File: config.mk
export PLATFORM = sky130hd
export DESIGN_NAME = pulse_sweep_and_length_unit
export DESIGN_NICKNAME = d
export VERILOG_FILES = /design/src/sv/psl_pkg.sv /design/src/sv/psl_csr.sv /design/src/sv/psl_core.sv /design/src/sv/psl_out_reg.sv /design/src/sv/pulse_sweep_and_length_unit.sv
export SDC_FILE = /design/constraint.sdc
export NUM_CORES = 1
export LEC_CHECK = 0
export BUFFER_PORTS_ARGS = -buffer_cell sky130_fd_sc_hd__buf_2
export CORE_AREA = 2 2 115 117
export DETAILED_ROUTE_END_ITERATION = 16
export DIE_AREA = 0 0 117 119
export PLACE_DENSITY = 0.78
export SLEW_MARGIN = 20
export SYNTH_ARGS = -nofsm -noshare
export SYNTH_HDL_FRONTEND = slang
export SYNTH_SLANG_ARGS = --single-unit
File: constraint.sdc
create_clock -name clock -period 4.5 [get_ports clock]
set_clock_uncertainty 0.1 [all_clocks]
set_input_delay 1.125 -clock clock [delete_from_list [all_inputs] [get_ports clock]]
set_output_delay 1.125 -clock clock [all_outputs]
set_load 0.05 [all_outputs]
File: src/sv/psl_pkg.sv
// Shared types, opcodes, register indexes and lookup functions
// for the pulse sweep and length unit. No dependencies.
package psl_pkg;

   localparam int PERIOD_W = 12;
   localparam int LENGTH_W = 8;
   localparam int CSR_INDEX_W = 3;
   localparam int CSR_DATA_W = 3;

   localparam logic [PERIOD_W-1:0] MUTE_LIMIT = 12'h7FF;
   localparam logic [PERIOD_W-1:0] CHANGE_LIMIT = 12'h7FF;
   localparam logic [PERIOD_W-1:0] MIN_PERIOD = 12'd8;

   typedef enum logic [2:0] {
      OP_WRITE_PERIOD = 3'd0,
      OP_TRACK        = 3'd1,
      OP_HALF_FRAME   = 3'd2,
      OP_LOAD_LENGTH  = 3'd3,
      OP_ARM_RELOAD   = 3'd4
   } psl_opcode_type;

   typedef enum logic [CSR_INDEX_W-1:0] {
      CSR_SWEEP_ENABLE    = 3'd0,
      CSR_SWEEP_NEGATE    = 3'd1,
      CSR_SWEEP_SHIFT     = 3'd2,
      CSR_DIVIDER_PERIOD  = 3'd3,
      CSR_IS_CHANNEL_ONE  = 3'd4,
      CSR_LENGTH_HALT     = 3'd5
   } psl_csr_index_type;

   typedef struct packed {
      logic       sweep_enable;
      logic       sweep_negate;
      logic [2:0] sweep_shift;
      logic [2:0] sweep_divider_period;
      logic       is_channel_one;
      logic       length_halt;
   } psl_cfg_type;

   typedef struct packed {
      logic [2:0]  opcode;
      logic [10:0] period_value;
      logic [4:0]  length_index;
      logic        channel_enabled;
   } psl_item_type;

   typedef struct packed {
      logic [PERIOD_W-1:0] timer_period;
      logic                muted;
      logic [LENGTH_W-1:0] length_count;
      logic                audible;
   } psl_result_type;

   function automatic logic mute_of(input logic [PERIOD_W-1:0] p);
      return (p < MIN_PERIOD) || (p > MUTE_LIMIT);
   endfunction

   function automatic logic [LENGTH_W-1:0] length_lookup(input logic [4:0] idx);
      logic [LENGTH_W-1:0] v;
      case (idx)
         5'd0:  v = 8'd10;   5'd1:  v = 8'd254;  5'd2:  v = 8'd20;   5'd3:  v = 8'd2;
         5'd4:  v = 8'd40;   5'd5:  v = 8'd4;    5'd6:  v = 8'd80;   5'd7:  v = 8'd6;
         5'd8:  v = 8'd160;  5'd9:  v = 8'd8;    5'd10: v = 8'd60;   5'd11: v = 8'd10;
         5'd12: v = 8'd14;   5'd13: v = 8'd12;   5'd14: v = 8'd26;   5'd15: v = 8'd14;
         5'd16: v = 8'd12;   5'd17: v = 8'd16;   5'd18: v = 8'd24;   5'd19: v = 8'd18;
         5'd20: v = 8'd48;   5'd21: v = 8'd20;   5'd22: v = 8'd96;   5'd23: v = 8'd22;
         5'd24: v = 8'd192;  5'd25: v = 8'd24;   5'd26: v = 8'd72;   5'd27: v = 8'd26;
         5'd28: v = 8'd16;   5'd29: v = 8'd28;   5'd30: v = 8'd32;   default: v = 8'd30;
      endcase
      return v;
   endfunction

endpackage

File: src/sv/psl_csr.sv
// Configuration registers of the pulse sweep and length unit.
// Depends on psl_pkg.
module psl_csr (
   input  logic                          clock,
   input  logic                          reset,
   input  logic                          csr_write_enable,
   input  logic [psl_pkg::CSR_INDEX_W-1:0] csr_index,
   input  logic [psl_pkg::CSR_DATA_W-1:0]  csr_write_data,
   output psl_pkg::psl_cfg_type          cfg
);
   import psl_pkg::*;

   psl_cfg_type cfg_ff, cfg_in;

   always_comb begin
      cfg_in = cfg_ff;
      if (csr_write_enable) begin
         unique case (csr_index)
            CSR_SWEEP_ENABLE:   cfg_in.sweep_enable = csr_write_data[0];
            CSR_SWEEP_NEGATE:   cfg_in.sweep_negate = csr_write_data[0];
            CSR_SWEEP_SHIFT:    cfg_in.sweep_shift = csr_write_data;
            CSR_DIVIDER_PERIOD: cfg_in.sweep_divider_period = csr_write_data;
            CSR_IS_CHANNEL_ONE: cfg_in.is_channel_one = csr_write_data[0];
            CSR_LENGTH_HALT:    cfg_in.length_halt = csr_write_data[0];
            default:            cfg_in = cfg_ff;
         endcase
      end
   end

   always_ff @(posedge clock) begin
      if (reset) begin
         cfg_ff <= '0;
      end else begin
         cfg_ff <= cfg_in;
      end
   end

   assign cfg = cfg_ff;

endmodule

File: src/sv/psl_core.sv
// Channel state (period, sweep, length counter) and its update on each fired item.
// Depends on psl_pkg.
module psl_core (
   input  logic                    clock,
   input  logic                    reset,
   input  psl_pkg::psl_cfg_type    cfg,
   input  logic                    fire,
   input  psl_pkg::psl_item_type   item,
   output psl_pkg::psl_result_type result
);
   import psl_pkg::*;

   logic [PERIOD_W-1:0] period_ff, period_in;
   logic [PERIOD_W-1:0] change_ff, change_in;
   logic                mute_ff, mute_in;
   logic [2:0]          divider_ff, divider_in;
   logic                reload_ff, reload_in;
   logic [LENGTH_W-1:0] length_ff, length_in;

   logic [PERIOD_W-1:0] swept_period;
   logic                sweep_move;

   // The move is judged on the state before this half-frame clock.
   assign sweep_move = (divider_ff == 3'd0) && cfg.sweep_enable && (cfg.sweep_shift != 3'd0)
                       && !mute_ff && (period_ff >= MIN_PERIOD) && (change_ff < CHANGE_LIMIT);

   always_comb begin
      if (cfg.sweep_negate) begin
         swept_period = period_ff - change_ff - {{(PERIOD_W-1){1'b0}}, cfg.is_channel_one};
      end else begin
         swept_period = period_ff + change_ff;
      end
   end

   always_comb begin
      period_in  = period_ff;
      change_in  = change_ff;
      mute_in    = mute_ff;
      divider_in = divider_ff;
      reload_in  = reload_ff;
      length_in  = length_ff;
      case (item.opcode)
         OP_WRITE_PERIOD: period_in = {1'b0, item.period_value};
         OP_TRACK: begin
            change_in = period_ff >> cfg.sweep_shift;
            mute_in   = mute_of(period_ff);
         end
         OP_HALF_FRAME: begin
            if (!item.channel_enabled) begin
               length_in = '0;
            end else if ((length_ff != '0) && !cfg.length_halt) begin
               length_in = length_ff - 8'd1;
            end
            if (sweep_move) begin
               period_in = swept_period;
            end
            if ((divider_ff == 3'd0) || reload_ff) begin
               divider_in = cfg.sweep_divider_period;
               reload_in  = 1'b0;
            end else begin
               divider_in = divider_ff - 3'd1;
            end
            mute_in = mute_of(period_in);
         end
         OP_LOAD_LENGTH: length_in = length_lookup(item.length_index);
         OP_ARM_RELOAD:  reload_in = 1'b1;
         default: ;
      endcase
   end

   always_ff @(posedge clock) begin
      if (reset) begin
         period_ff  <= '0;
         change_ff  <= '0;
         mute_ff    <= 1'b0;
         divider_ff <= '0;
         reload_ff  <= 1'b0;
         length_ff  <= '0;
      end else if (fire) begin
         period_ff  <= period_in;
         change_ff  <= change_in;
         mute_ff    <= mute_in;
         divider_ff <= divider_in;
         reload_ff  <= reload_in;
         length_ff  <= length_in;
      end
   end

   always_comb begin
      result.timer_period = period_in;
      result.muted        = mute_in;
      result.length_count = length_in;
      result.audible      = (length_in != '0) && !mute_in && (period_in > MIN_PERIOD);
   end

endmodule

File: src/sv/psl_out_reg.sv
// Result register with valid/stall handshake toward the consumer.
// Depends on psl_pkg.
module psl_out_reg (
   input  logic                    clock,
   input  logic                    reset,
   input  logic                    load,
   input  psl_pkg::psl_result_type result,
   output logic                    ready,
   output logic                    rsp_valid,
   input  logic                    rsp_stall,
   output psl_pkg::psl_result_type rsp_data
);
   import psl_pkg::*;

   logic           valid_ff;
   psl_result_type data_ff;

   // The register can take a new item when it is empty or being drained.
   assign ready = !valid_ff || !rsp_stall;

   always_ff @(posedge clock) begin
      if (reset) begin
         valid_ff <= 1'b0;
      end else if (ready) begin
         valid_ff <= load;
      end
   end

   always_ff @(posedge clock) begin
      if (ready && load) begin
         data_ff <= result;
      end
   end

   assign rsp_valid = valid_ff;
   assign rsp_data  = data_ff;

endmodule

File: src/sv/pulse_sweep_and_length_unit.sv
// Pulse sweep and length unit, top level.
// An accepted item passes the input register, then the result register, before its result is valid.
// Throughput: one item per cycle while the consumer does not stall; the state update runs in the
// cycle the item leaves the input register, so a following item sees it at once.
// Reset is synchronous and active high; it clears the channel state, the configuration
// registers and both valid flags. Depends on psl_pkg, psl_csr, psl_core and psl_out_reg.
module pulse_sweep_and_length_unit (
   input  logic                            clock,
   input  logic                            reset,
   input  logic                            req_valid,
   output logic                            req_stall,
   input  logic [2:0]                      req_opcode,
   input  logic [10:0]                     req_period_value,
   input  logic [4:0]                      req_length_index,
   input  logic                            req_channel_enabled,
   output logic                            rsp_valid,
   input  logic                            rsp_stall,
   output logic [psl_pkg::PERIOD_W-1:0]    rsp_timer_period,
   output logic                            rsp_muted,
   output logic [psl_pkg::LENGTH_W-1:0]    rsp_length_count,
   output logic                            rsp_audible,
   input  logic                            csr_write_enable,
   input  logic [psl_pkg::CSR_INDEX_W-1:0] csr_index,
   input  logic [psl_pkg::CSR_DATA_W-1:0]  csr_write_data
);
   import psl_pkg::*;

   psl_cfg_type    cfg;
   psl_item_type   item_ff;
   logic           item_valid_ff;
   logic           out_ready;
   logic           fire;
   psl_result_type result;
   psl_result_type rsp_data;

   assign fire      = item_valid_ff && out_ready;
   assign req_stall = item_valid_ff && !out_ready;

   always_ff @(posedge clock) begin
      if (reset) begin
         item_valid_ff <= 1'b0;
      end else if (!req_stall) begin
         item_valid_ff <= req_valid;
      end
   end

   always_ff @(posedge clock) begin
      if (req_valid && !req_stall) begin
         item_ff <= '{opcode: req_opcode, period_value: req_period_value,
                      length_index: req_length_index, channel_enabled: req_channel_enabled};
      end
   end

   psl_csr u_csr (
      .clock            (clock),
      .reset            (reset),
      .csr_write_enable (csr_write_enable),
      .csr_index        (csr_index),
      .csr_write_data   (csr_write_data),
      .cfg              (cfg)
   );

   psl_core u_core (
      .clock  (clock),
      .reset  (reset),
      .cfg    (cfg),
      .fire   (fire),
      .item   (item_ff),
      .result (result)
   );

   psl_out_reg u_out (
      .clock     (clock),
      .reset     (reset),
      .load      (item_valid_ff),
      .result    (result),
      .ready     (out_ready),
      .rsp_valid (rsp_valid),
      .rsp_stall (rsp_stall),
      .rsp_data  (rsp_data)
   );

   assign rsp_timer_period = rsp_data.timer_period;
   assign rsp_muted        = rsp_data.muted;
   assign rsp_length_count = rsp_data.length_count;
   assign rsp_audible      = rsp_data.audible;

endmodule

After elaboration in Yosys (flattened, before gate mapping)
Memories as Yosys holds them, arrays and structs flattened. A register that Yosys moved wholly into a read port is not among the register bits.
Index checks and enable logic that the tools add are counted.
{ "totals": {"mem_bits_ro": 224, "mem_count": 1, "in_bits": 31, "regBits": 91, "output_inout_bits": 24, "elab_cells": 96} }
{ "mem_list": {"columns": ["name", "words", "width", "read_ports", "rd_ports_with_merged_regs", "wr", "line", "source"], "rows": [
  ["(name not given)", 32, 7, 1, 1, 0, "psl_pkg.sv:60", "case (idx)"]
]} }
{ "classes": {"magnitude_cmp": 7, "add_sub_neg": 5, "eq_ne": 10, "reduce_logical": 38, "muxes": 12, "n_shift": 1} }
{ "op_table": {"columns": ["cell", "count"], "rows": [
  ["$mux W12", 3],
  ["$gt A12 B11 Y1 const B", 2],
  ["$lt A12 B4 Y1 const B", 2],
  ["$pmux W12 S2", 1],
  ["$mux W8", 2],
  ["$pmux W8 S2", 1],
  ["$reduce_and A2 Y1", 8],
  ["$reduce_bool A8 Y1", 2],
  ["$add A12 B12 Y12", 1],
  ["$eq A3 B2 Y1 const B", 4],
  ["$ge A12 B4 Y1 const B", 1],
  ["$gt A12 B4 Y1 const B", 1],
  ["$lt A12 B11 Y1 const B", 1],
  ["$shr A12 B3 Y12", 1],
  ["$sub A12 B1 Y12", 1],
  ["$sub A12 B12 Y12", 1],
  ["$logic_and A1 B1 Y1", 11],
  ["$eq A3 B3 Y1 const B", 3],
  ["$logic_not A3 Y1", 3],
  ["$sub A8 B1 Y8 const B", 1],
  ["$logic_not A1 Y1", 7],
  ["$eq A3 B1 Y1 const B", 2],
  ["$mux W5", 1],
  ["$logic_or A1 B1 Y1", 4],
  ["other kinds (8)", 9]
]} }

Longest topological paths before layout
Gate-level depths: netlist of run 1.
{ "depth": {"depth_word": 14, "mapped_depth": 13, "depth_no_buf": 13} }

Hierarchy
Synthesis of run 1 repeated with hierarchy kept, for this count alone.
{ "hier_totals": {"cells_unflattened": 693, "hier_area_um2": 6257.3} }
{ "modules_own_cells": {"columns": ["mod", "cells_each", "area_each_um2", "instances", "seq_area_each_um2"], "rows": [
  ["psl_core", 600, 4440.5, 1, 740.7],
  ["psl_out_reg", 27, 699.4, 1, 680.7],
  ["pulse_sweep_and_length_unit", 25, 656.9, 1, 620.6],
  ["psl_csr", 41, 460.4, 1, 200.2]
]} }

Worst setup path after synthesis of run 1
Ideal clock, no wire load.
{ "synth_path": {"path_type": "register to register", "startpoint": "reg u_core.period_ff[4]", "endpoint": "reg u_out.data_ff (netlist bit u_out.rsp_data[0]), data pin", "synth_period_minus_slack_ns": 3.313, "setup_slack_ns": 1.187, "path_stages_with_launch": 14, "t_required_ns": 4.242, "arrival_ns": 3.055, "setup_ns": 0.158, "path_buffers": 0, "cell_sequence": "dfxtp_1 inv_1 ha_1 inv_1 ha_1 nand2_1 a311oi_2 o31ai_2 a21oi_1 mux2i_1 o22ai_1 a211oi_4 o311ai_4 a211oi_2"} }
{ "synth_rtl": {"columns": ["item", "line", "source"], "rows": [
  ["from (decl)", "psl_core.sv:13", "logic [PERIOD_W-1:0] period_ff, period_in;"],
  ["from (signal assigned)", "psl_core.sv:80", "period_ff <= period_in;"],
  ["to (signal assigned)", "psl_out_reg.sv:31", "data_ff <= result;"],
  ["to (decl)", "psl_out_reg.sv:16", "psl_result_type data_ff;"]
]} }

==> key figures, run 1 <==
Synthesis
  – Top-count cell post-synth: nor2_1
  – Ys flop type: dfxtp_1
  – FFs w/ async S/R, synth: 0%
  – Synth cell types: 77
  – Most instantiated cells after synthesis: nor2_1 (88), dfxtp_1 (56), nand2_1 (55)
  – Post-Syn Nets: just under 800
  – Post-synth top area cell: edfxtp_1
  – Post-synth top area share: 20.2%
  – Top cells by area, synth: edfxtp_1 (20%), dfxtp_1 (18%), ha_1 (7.8%), mux2i_1 (7.1%), nor2_1 (5.3%)
  – Cell area after synthesis: about 6200 um^2
  – Synthesis warning total: 0
  – Avg Inst Size Synth: slightly below 9 um^2
  – EDFF count, synth: 42
  – Register area share after synthesis: about two fifths
  – Syn Inst Count: 702
  – Seq cells post-synth: ~100

CTS
  – Post-cts sizing count: 0
  – Cts hold-fix bufs: 0
  – Max Root-Sink Buffers: 2
  – Clk_lat worst skew: approximately 0.35 ns
  – CTS tree: yes
  – Post-CTS Setup Repair Bufs: 0
  – CTS HTree Levels: 3
  – Root Buffer: clkbuf_16
  – # clock sinks: between 90 and 100
  – Num CTS Buffers: 9
  – Reg clk slew, reported paths: around 0.08 ns

Power
  – Power per cell area: around 330 nW/um^2
  – Peak VDD IR: approximately 0.00024 V
  – Leakage: ~2.9 nW

Critical path
  – CP Buf/Inv Count: 2
  – Critical-path cell list: inv_1, ha_1, inv_1, ha_1, nand2_1, a311oi_2, o31ai_2, a21oi_1, mux2i_1, o22ai_1, a211oi_4, o311ai_4, a211oi_2
  – Top Family by Delay on Critical Path: compound AO/OA/AOI/OAI gates
  – Critical-path maximum fanout: 7
  – Critical path's slowest cell: dfxtp_1
  – WS Path Type: flop to flop
  – CP required: approximately 4.6 ns
  – Crit path launch type: flop
  – Beginning of the critical path: u_core.period_ff[4]
  – CP Data Arrival Time: between 4 and 5 ns
  – Worst r2r src: u_core.period_ff[4]
  – Critical path endpoint category: flop
  – Slowest Stage Delay on Critical Path: 0.48 ns

Hold path
  – Worst Hold Launch: u_core.divider_ff[1]
  – Hold crit path type: flop to flop

Placed design
  – # port buffers: 54
  – Pre-CTS setup slack: approximately 0.64 ns
  – Cell total after placement: 916
  – GP Congestion: around 0.99
  – DPL Wire Length: ~12 mm

Global routing
  – Initial antenna violation count: 0
  – Largest net degree at the start of global routing: 50
  – Number of global-route vias before repair: about 5,000
  – Aggregate global routing overflow: 0
  – First-pass GRT wire length: 25.4 mm
  – GRT Total Usage: around 23%

Floorplanning
  – Core area: approximately 13,000 um^2
  – Starting Density: roughly half
  – Die W: between 100 and 150 um
  – Chip height: between 100 and 150 um
  – Top Ports: 55
  – Die area: ~14,000 um^2
  – Rows: 42

Routing
  – Pre-antenna DRT Iters: 7
  – Post-DR vias/cell: 5.74
  – # DRC: 0
  – 1st-iter DRT viols: about 580
  – Wire per inst: roughly 17 um
  – Routed WL: roughly 16 mm
  – Routed vias: roughly 5,300
  – Final ANT Viol Nets: 0

STA
  – Final Setup Violations: 0
  – Hold WS: 0.393 ns
  – Post-route setup slack: roughly 0.59 ns
  – Hold Fails Final Rpt: 0
  – Tmin final: between 3 and 4 ns
  – Fin Setup TNS: 0 ns
  – Achievable Freq: approximately 0.26 GHz
  – Final Max Tran Viols: 0
  – Final period util: between 80% and 90%
  – Slew HR: 35.1%
  – Worst Tran Pin Value: just under 1 ns
  – Unrepaired setup endpoints after global routing: no

Final layout
  – Layout area overhead: 12.6%
  – Nets: around 800
  – Layout cells sized above 1: 13.5%
  – Total inserted antenna cells: 0
  – Final non-filler cell total: around 930

Flow run
  – Max-cap violations: 0

Status
  – Status: complete, no violations
[per-stage QoR]
| step | total power [mW] | util, % | instance area, um^2 |
|---|---|---|---|
| floorplan | 1.38 | - | 6250 |
| global placement | 1.51 | 52.1 | 6710 |
| detailed placement | 1.51 | 52.1 | 6710 |
| CTS | 2.35 | 54.6 | 7040 |
| global route | 2.44 | 54.6 | 7040 |
| finish | 2.34 | 54.6 | 7040 |
[final timing paths]
| check | slack [ns] | to | cells past startpoint |
|---|---|---|---|
| max reg2reg | 0.59 | u_out.rsp_data[0] | 13 |
| min | 0.39 | u_core.divider_ff[1] | 2 |
| min reg2reg | 0.39 | u_core.divider_ff[1] | 2 |
| max | 0.59 | u_out.rsp_data[0] | 13 |
[worst reg2reg max path: stages, from the launching register on]
cell and delay [ns]:
dfxtp_1 0.48, inv_1 0.12, ha_1 0.44, inv_1 0.11
ha_1 0.39, nand2_1 0.11, a311oi_2 0.34, o31ai_2 0.11
a21oi_1 0.20, mux2i_1 0.46, o22ai_1 0.21, a211oi_4 0.32
o311ai_4 0.16, a211oi_2 0.22
[layout make-up]
cell class | instances | area (um^2)
Clock buffer | 9 | 225
Clock inverter | 7 | 101
Fill cell | 1172 | 5840
Inverter | 56 | 210
Multi-Input combinational cell | 520 | 3540
Sequential cell | 98 | 2380
Tap cell | 176 | 220
Timing Repair Buffer | 66 | 360
[cell families after synthesis]
| logic type | share of synthesized area [%] |
|---|---|
| AND/OR/NAND/NOR | 19.2 |
| multiplexers | 7.77 |
| XOR/XNOR | 1.82 |
| buffers and inverters | 5.25 |
| adder cells (fa/ha/maj) | 8.77 |
| AO/OA/AOI/OAI | 19.1 |
| flip-flops | 38.1 |
[sequential cells by signal (all words and copies together), names as in the netlist, named ones only]
register / cells
u_csr.cfg: 10
item_valid_ff: 1
u_core.period_ff: 12
u_out.rsp_data: 22
u_core.length_ff: 8
u_core.reload_ff: 1
u_core.change_ff: 12
item_ff: 20
u_core.mute_ff: 1
u_out.rsp_valid: 1
u_core.divider_ff: 3
[metal layers]
layer | GRT usage [%] | routed length, um | vias to the layer above
met4 | 9.34 | 561 | 0
met2 | 37.0 | 7300 | 189
li1 | - | - | 2647
met3 | 4.73 | 977 | 35
met1 | 30.7 | 6980 | 2476
met5 | 0 | 0 | -
[power breakdown]
part,total (mW),switching [mW],internal [mW]
sequential,1.03,0.0425,0.983
clock,0.845,0.352,0.493
combinational,0.474,0.301,0.173
[cells in the final DEF (no fill, tap or decap), types with 9 or more instances in the layout]
cell type   n
nand2_1    55
buf_4      12
nor3_1     27
dfxtp_1    56
o21ai_0    25
nand2b_1   10
a22oi_1    14
buf_2      54
clkbuf_16   9
a21oi_1    37
nor2_1     88
mux2i_1    44
a211oi_1   30
edfxtp_1   42
nand3_1    12
inv_1      53
ha_1       39
(Power assumes the default switching activity.)
==> inputs of run 2 (changes only) <==
CORE_AREA = 2 2 106 108   (was 2 2 115 117)
DIE_AREA = 0 0 108 110   (was 0 0 117 119)
PLACE_DENSITY = 0.88   (was 0.78)
==> key figures, run 2 (synthesis gave the netlist of run 1 again) <==
Critical path
  – Critical path's slowest cell: dfxtp_1
  – Crit path launch type: flop
  – Critical-path maximum fanout: 7 (unchanged)
  – Critical-path cell list: inv_1, ha_1, inv_1, ha_1, nand2_1, a311oi_2, o31ai_2, a21oi_1, mux2i_1, o22ai_1, a211oi_4, o311ai_4, a211oi_2
  – Critical path endpoint category: flop
  – CP required: 4.61 ns (about the same)
  – Slowest Stage Delay on Critical Path: 0.47 ns (about the same)
  – CP Data Arrival Time: 4.01 ns (about the same)
  – WS Path Type: flop to flop

Final layout
  – Final core utilization: 63.7% (+9.0 points)
  – Most frequent cells in the layout: nor2_1 (88), dfxtp_1 (56), nand2_1 (55)
  – Commonest non-fill, non-tap cell in the layout: nor2_1
  – Fillcell total: 867 (-26%)
  – Total inserted antenna cells: 0 (unchanged)
  – Layout cells sized above 1: 12.7% (-0.83 points)
  – Final non-filler cell total: 890 (-4.5%)
  – Fin area: 6810 um^2 (-3.2%)
  – Max reg flops: 22 (unchanged)
  – Layout area overhead: 9.05%
  – Nets: 818 (-0.73%)

Power
  – Part of the power in combinational logic: 22.7% (+2.5 points)
  – Net Switching: 0.654 mW (-5.9%)
  – Leakage: 2.78 nW (-3.1%)
  – Total power: 2.07 mW (-12%)
  – Peak VDD IR: 0.000274 V (+15%)
  – Power per cell area: 303 nW/um^2 (-9.0%)
  – Flop pwr share: 49.8% (+6.1 points)
  – Clock Power Share: 27.5% (-8.5 points)
  – Sw Share: 31.7% (+2.0 points)
  – P_int: 1.41 mW (-14%)

CTS
  – Max Root-Sink Buffers: 2 (unchanged)
  – Post-CTS Setup Repair Bufs: 0 (unchanged)
  – Num CTS Buffers: 9 (unchanged)
  – Clk_lat worst skew: 0.36 ns (about the same)
  – Reg clk slew, reported paths: 0.10 ns (+0.02 ns)
  – CTS HTree Levels: 3 (unchanged)
  – # clock sinks: 98 (unchanged)
  – Cts hold-fix bufs: 0 (unchanged)
  – Root Buffer: clkbuf_8
  – CTS tree: yes
  – Post-cts sizing count: 0 (unchanged)

Placed design
  – Cell Area, Placed: 6620 um^2 (-1.3%)
  – DPL Wire Length: 12.3 mm (+3.3%)
  – Cell total after placement: 874 (-4.6%)
  – # port buffers: 54 (unchanged)
  – Pre-CTS setup slack: 0.655 ns (+0.0157 ns)
  – GP Congestion: 0.995 (+0.47%)

STA
  – Final Setup Violations: 0 (unchanged)
  – Final Max Tran Viols: 0 (unchanged)
  – Tmin final: 3.91 ns (-0.00428 ns)
  – Fin Setup TNS: 0 ns (unchanged)
  – Slew HR: 34.8% (-0.35 points)
  – Hold Fails Final Rpt: 0 (unchanged)
  – Final period util: 86.8% (-0.095 points)
  – Worst Tran Pin Value: 0.979 ns (+0.00529 ns)
  – Post-route setup slack: 0.593 ns (+0.00428 ns)
  – Unrepaired setup endpoints after global routing: no
  – Hold WS: 0.412 ns (+0.0195 ns)
  – Achievable Freq: 0.256 GHz (+0.11%)

Routing
  – Wire per inst: 18.4 um (+8.3%)
  – Final ANT Viol Nets: 0 (unchanged)
  – 1st-iter DRT viols: 593 (+3.1%)
  – Pre-antenna DRT Iters: 6 (-1)
  – Post-DR vias/cell: 6.32 (+10%)
  – # DRC: 0 (unchanged)
  – Routed vias: 5,627 (+5.2%)
  – Routed WL: 16.4 mm (+3.4%)

Floorplanning
  – Core area: 10,700 um^2 (-17%)
  – Die W: 108 um (-7.7%)
  – Top Ports: 55 (unchanged)
  – Starting Density: 58.4% (+9.9 points)
  – Die area: 11,900 um^2 (-15%)
  – Chip height: 110 um (-7.6%)
  – Rows: 38 (-9.5%)

Global routing
  – First-pass GRT wire length: 25.7 mm (+1.1%)
  – Aggregate global routing overflow: 0 (unchanged)
  – Number of global-route vias before repair: 5,193 (+3.3%)
  – GRT Total Usage: 27.7% (+4.4 points)
  – Initial antenna violation count: 0 (unchanged)
  – Largest net degree at the start of global routing: 50 (unchanged)

Status
  – Status: complete, no violations

Hold path
  – Hold crit path type: flop to flop

Flow run
  – Max-cap violations: 0 (unchanged)
-- run 2: power groups by stage --
stage / clock [mW] / combinational (mW) / sequential, mW
floorplan: 0 / 0.312 / 1.07
global placement: 0 / 0.443 / 1.04
detailed placement: 0 / 0.458 / 1.05
CTS: 0.571 / 0.461 / 1.03
global route: 0.600 / 0.511 / 1.03
finish: 0.568 / 0.469 / 1.03
-- run 2: final cells by class --
cell class              count  area (um^2)  share of cell area (%)
multi-input cells         520         3540                    51.9
flip-flops and latches     98         2380                    35.0
repair buffers             60          315                    4.63
inverters                  56          210                    3.09
well taps                 140          175                    2.57
clock buffers              10          128                    1.87
clock inverters             6         65.1                   0.955
-- run 2: worst paths after layout --
check | endpoint | startpoint | cells past startpoint | slack [ns]
worst min-delay path | u_core.divider_ff[0] | u_csr.cfg[2] | 2 | 0.41
worst max-delay path | u_out.rsp_data[0] | u_core.period_ff[4] | 13 | 0.59
worst min register to register | u_core.divider_ff[0] | u_csr.cfg[2] | 2 | 0.41
worst max register to register | u_out.rsp_data[0] | u_core.period_ff[4] | 13 | 0.59
-- run 2: metal layers --
layer	share of wire (%)	wire [um]	vias up	track usage (%)
li1	-	-	2631	-
met1	41	6740	2634	36.1
met2	47	7720	315	46.0
met3	8.2	1340	47	4.70
met4	3.4	559	0	11.2
met5	0	0	-	0
-- run 2: critical path: cells and delay by family, from the launching register on --
family                     cells  cell delay, ns
buffers and inverters          2            0.23
and+or+nand+nor                1            0.11
DFF                            1            0.47
AOI/OAI and AO/OA              7            1.59
muxes                          1            0.47
adders and majority gates      2            0.79
==> inputs of run 3 (changes only) <==
SYNTH_HIERARCHICAL = 1   (was not set)
==> key figures, run 3 <==
Routing
  – Post-DR vias/cell: 6.41 (+1.3%)
  – # DRC: 0 (unchanged)
  – Wire per inst: 19.1 um (+3.9%)
  – Routed WL: 16.8 mm (+2.6%)
  – Routed vias: 5,631 (+0.071%)
  – 1st-iter DRT viols: 664 (+12%)
  – Pre-antenna DRT Iters: 6 (unchanged)
  – Final ANT Viol Nets: 0 (unchanged)

Global routing
  – M2 GR Usage: 46.6% (+0.58 points)
  – M1 GR Usage: 36.2% (+0.16 points)
  – Aggregate global routing overflow: 0 (unchanged)
  – First-pass GRT wire length: 26.0 mm (+1.3%)
  – M3 GR Usage: 5.23% (+0.53 points)
  – GRT Total Usage: 28.3% (+0.61 points)
  – Largest net degree at the start of global routing: 53 (+6.0%)
  – Initial antenna violation count: 0 (unchanged)
  – Number of global-route vias before repair: 5,290 (+1.9%)
  – GR peak layer: met2

CTS
  – Cts hold-fix bufs: 0 (unchanged)
  – Post-cts sizing count: 0 (unchanged)
  – Clk_lat worst skew: 0.37 ns (about the same)
  – Post-CTS Setup Repair Bufs: 0 (unchanged)
  – Num CTS Buffers: 9 (unchanged)
  – CTS tree: yes
  – CTS HTree Levels: 3 (unchanged)
  – Root Buffer: clkbuf_8
  – # clock sinks: 91 (-7.1%)
  – Reg clk slew, reported paths: 0.10 ns (about the same)
  – Max Root-Sink Buffers: 2 (unchanged)

Synthesis
  – Simple-gate area share of the yosys netlist: 22.3% (+3.1 points)
  – Syn Inst Count: 693 (-1.3%)
  – Cell area after synthesis: 6260 um^2 (+0.18%)
  – EDFF count, synth: 42 (unchanged)
  – Seq cells post-synth: 91 (-7.1%)
  – Top cells by area, synth: edfxtp_1 (20%), dfxtp_1 (16%), ha_1 (8.0%), mux2i_1 (7.2%), nor2_1 (4.8%)
  – Post-synth top area share: 20.2% (-0.036 points)
  – Post-Syn Nets: 767 (-1.0%)
  – Post-synthesis xor/xnor area fraction: 0.840% (-0.98 points)
  – Top-count cell post-synth: nor2_1
  – Avg Inst Size Synth: 9.03 um^2 (+1.5%)
  – Post-synth top area cell: edfxtp_1
  – Adder-cell area share of the yosys netlist: 8.96% (+0.18 points)
  – FFs w/ async S/R, synth: 0% (unchanged)
  – Synth cell types: 77 (unchanged)
  – Register area share after synthesis: 35.8% (-2.3 points)
  – Post-synthesis mux area share: 8.52% (+0.75 points)
  – Synth Area in Compound Gates: 17.4% (-1.7 points)
  – Largest family of logic cells by synthesized area: simple AND/OR/NAND/NOR gates
  – Ys flop type: dfxtp_1
  – Synthesis warning total: 6 (+6)
  – Most instantiated cells after synthesis: nor2_1 (80), inv_1 (57), dfxtp_1 (49)

STA
  – Unrepaired setup endpoints after global routing: no
  – Achievable Freq: 0.247 GHz (-3.5%)
  – Slew HR: 28.1% (-6.7 points)
  – Final Max Tran Viols: 0 (unchanged)
  – Hold Fails Final Rpt: 0 (unchanged)
  – Final Setup Violations: 0 (unchanged)
  – Worst Tran Pin Value: 1.08 ns (+0.100 ns)
  – Final period util: 90.0% (+3.2 points)
  – Tmin final: 4.05 ns (+0.142 ns)
  – Fin Setup TNS: 0 ns (unchanged)

Floorplanning
  – Rows: 38 (unchanged)
  – Die W: 108 um (unchanged)
  – Top Ports: 55 (unchanged)
  – Chip height: 110 um (unchanged)
  – Core area: 10,700 um^2 (unchanged)
  – Starting Density: 58.5% (+0.11 points)
  – Die area: 11,900 um^2 (unchanged)

Critical path
  – Critical path endpoint category: flop
  – Critical-path cell list: inv_1, ha_1, inv_1, ha_1, a21o_1, a31oi_1, mux2_2, a31oi_1, a21oi_1, o22a_1, or4_1, nor4_2, a311oi_1
  – CP required: 4.50 ns (-0.11 ns)
  – Top Family by Delay on Critical Path: compound AO/OA/AOI/OAI gates
  – Slowest Stage Delay on Critical Path: 0.52 ns (+0.05 ns)
  – CP Data Arrival Time: 4.05 ns (+0.04 ns)
  – CP Buf/Inv Count: 2 (unchanged)
  – Critical-path maximum fanout: 7 (unchanged)
  – WS Path Type: flop to flop
  – Critical path's slowest cell: dfxtp_1
  – Crit path launch type: flop

Placed design
  – # port buffers: 54 (unchanged)
  – DPL Wire Length: 12.5 mm (+1.9%)
  – Cell total after placement: 863 (-1.3%)
  – GP Congestion: 0.962 (-3.3%)

Final layout
  – Layout area overhead: 9.04% (about the same)
  – Total inserted antenna cells: 0 (unchanged)
  – Nets: 808 (-1.2%)
  – Layout cells sized above 1: 14.2% (+1.5 points)
  – Commonest non-fill, non-tap cell in the layout: nor2_1
  – Multi-input logic area: 3630 um^2 (+2.6%)
  – Max reg flops: 22 (unchanged)
  – Fillcell total: 875 (+0.92%)
  – Register area: 2240 um^2 (-5.9%)
  – Most frequent cells in the layout: nor2_1 (80), inv_1 (57), buf_2 (54)
  – Final non-filler cell total: 879 (-1.2%)
  – Final core utilization: 63.8% (+0.11 points)

Flow run
  – Max-cap violations: 0 (unchanged)

Hold path
  – Hold crit path type: flop to flop

Power
  – Power per cell area: 273 nW/um^2 (-10%)
  – Leakage: 2.68 nW (-3.6%)
  – Peak VDD IR: 0.000237 V (-14%)

Status
  – Status: complete, no violations
## run 3: cell types whose count changed in the layout (fill, tap and decap cells not counted), moves of 9 or more
cell,previous run,this run
a22oi_1,14,5
nand2b_1,10,23
nand2_1,55,34
a31oi_1,1,11
## run 3: worst reg2reg max path, cell delays in order, from the launching register on
cell and delay, ns:
dfxtp_1 0.52, inv_1 0.08, ha_1 0.38, inv_1 0.11
ha_1 0.36, a21o_1 0.19, a31oi_1 0.26, mux2_2 0.39
a31oi_1 0.25, a21oi_1 0.11, o22a_1 0.23, or4_1 0.52
nor4_2 0.16, a311oi_1 0.12
## run 3: cell type report
cell class	instances	area share (%)
repair buffers	66	5.28
inverters	58	3.19
clock inverters	7	1.10
clock buffers	9	1.82
multi-input cells	508	53.2
well taps	140	2.57
flip-flops and latches	91	32.9
## run 3: final timing paths
| check | slack (ns) | cells after the start | to | from |
|---|---|---|---|---|
| worst min register to register | 0.38 | 2 | u_csr/cfg[1] | u_csr/cfg[1] |
| worst min-delay path | 0.38 | 2 | u_csr/cfg[1] | u_csr/cfg[1] |
| worst max register to register | 0.45 | 13 | u_out/rsp_data[0] | u_core/period_ff[5] |
| worst max-delay path | 0.45 | 13 | u_out/rsp_data[0] | u_core/period_ff[5] |
## run 3: metal layers
metal | vias to the layer above | wire length [um]
met5 | - | 0
met4 | 0 | 684
met3 | 58 | 1480
met2 | 324 | 7760
met1 | 2627 | 6870
li1 | 2622 | -
## run 3: cells by family after synthesis
group,Yosys count
compound gates,159
xor+xnor,6
fa+ha+maj,43
buf+inv,94
flops,91
mux,50
simple gates,250
## run 3: power breakdown
| part | switching, mW | internal [mW] |
|---|---|---|
| Combinational | 0.221 | 0.122 |
| Sequential | 0.0364 | 0.906 |
| Clock | 0.316 | 0.260 |
| Total | 0.573 | 1.29 |
## run 3: through the flow
step | area [um^2] | power [mW] | setup slack [ns] | hold WS (ns)
final | 6820 | 1.86 | 0.451 | 0.379
after global routing | 6820 | 1.93 | 0.233 | 0.412
after CTS | 6820 | 1.86 | 0.501 | 0.380
after detailed placement | 6620 | 1.29 | 0.507 | 0.364
after global placement | 6620 | 1.28 | 0.617 | 0.367
after floorplan | 6260 | 1.20 | 0.957 | 0.345
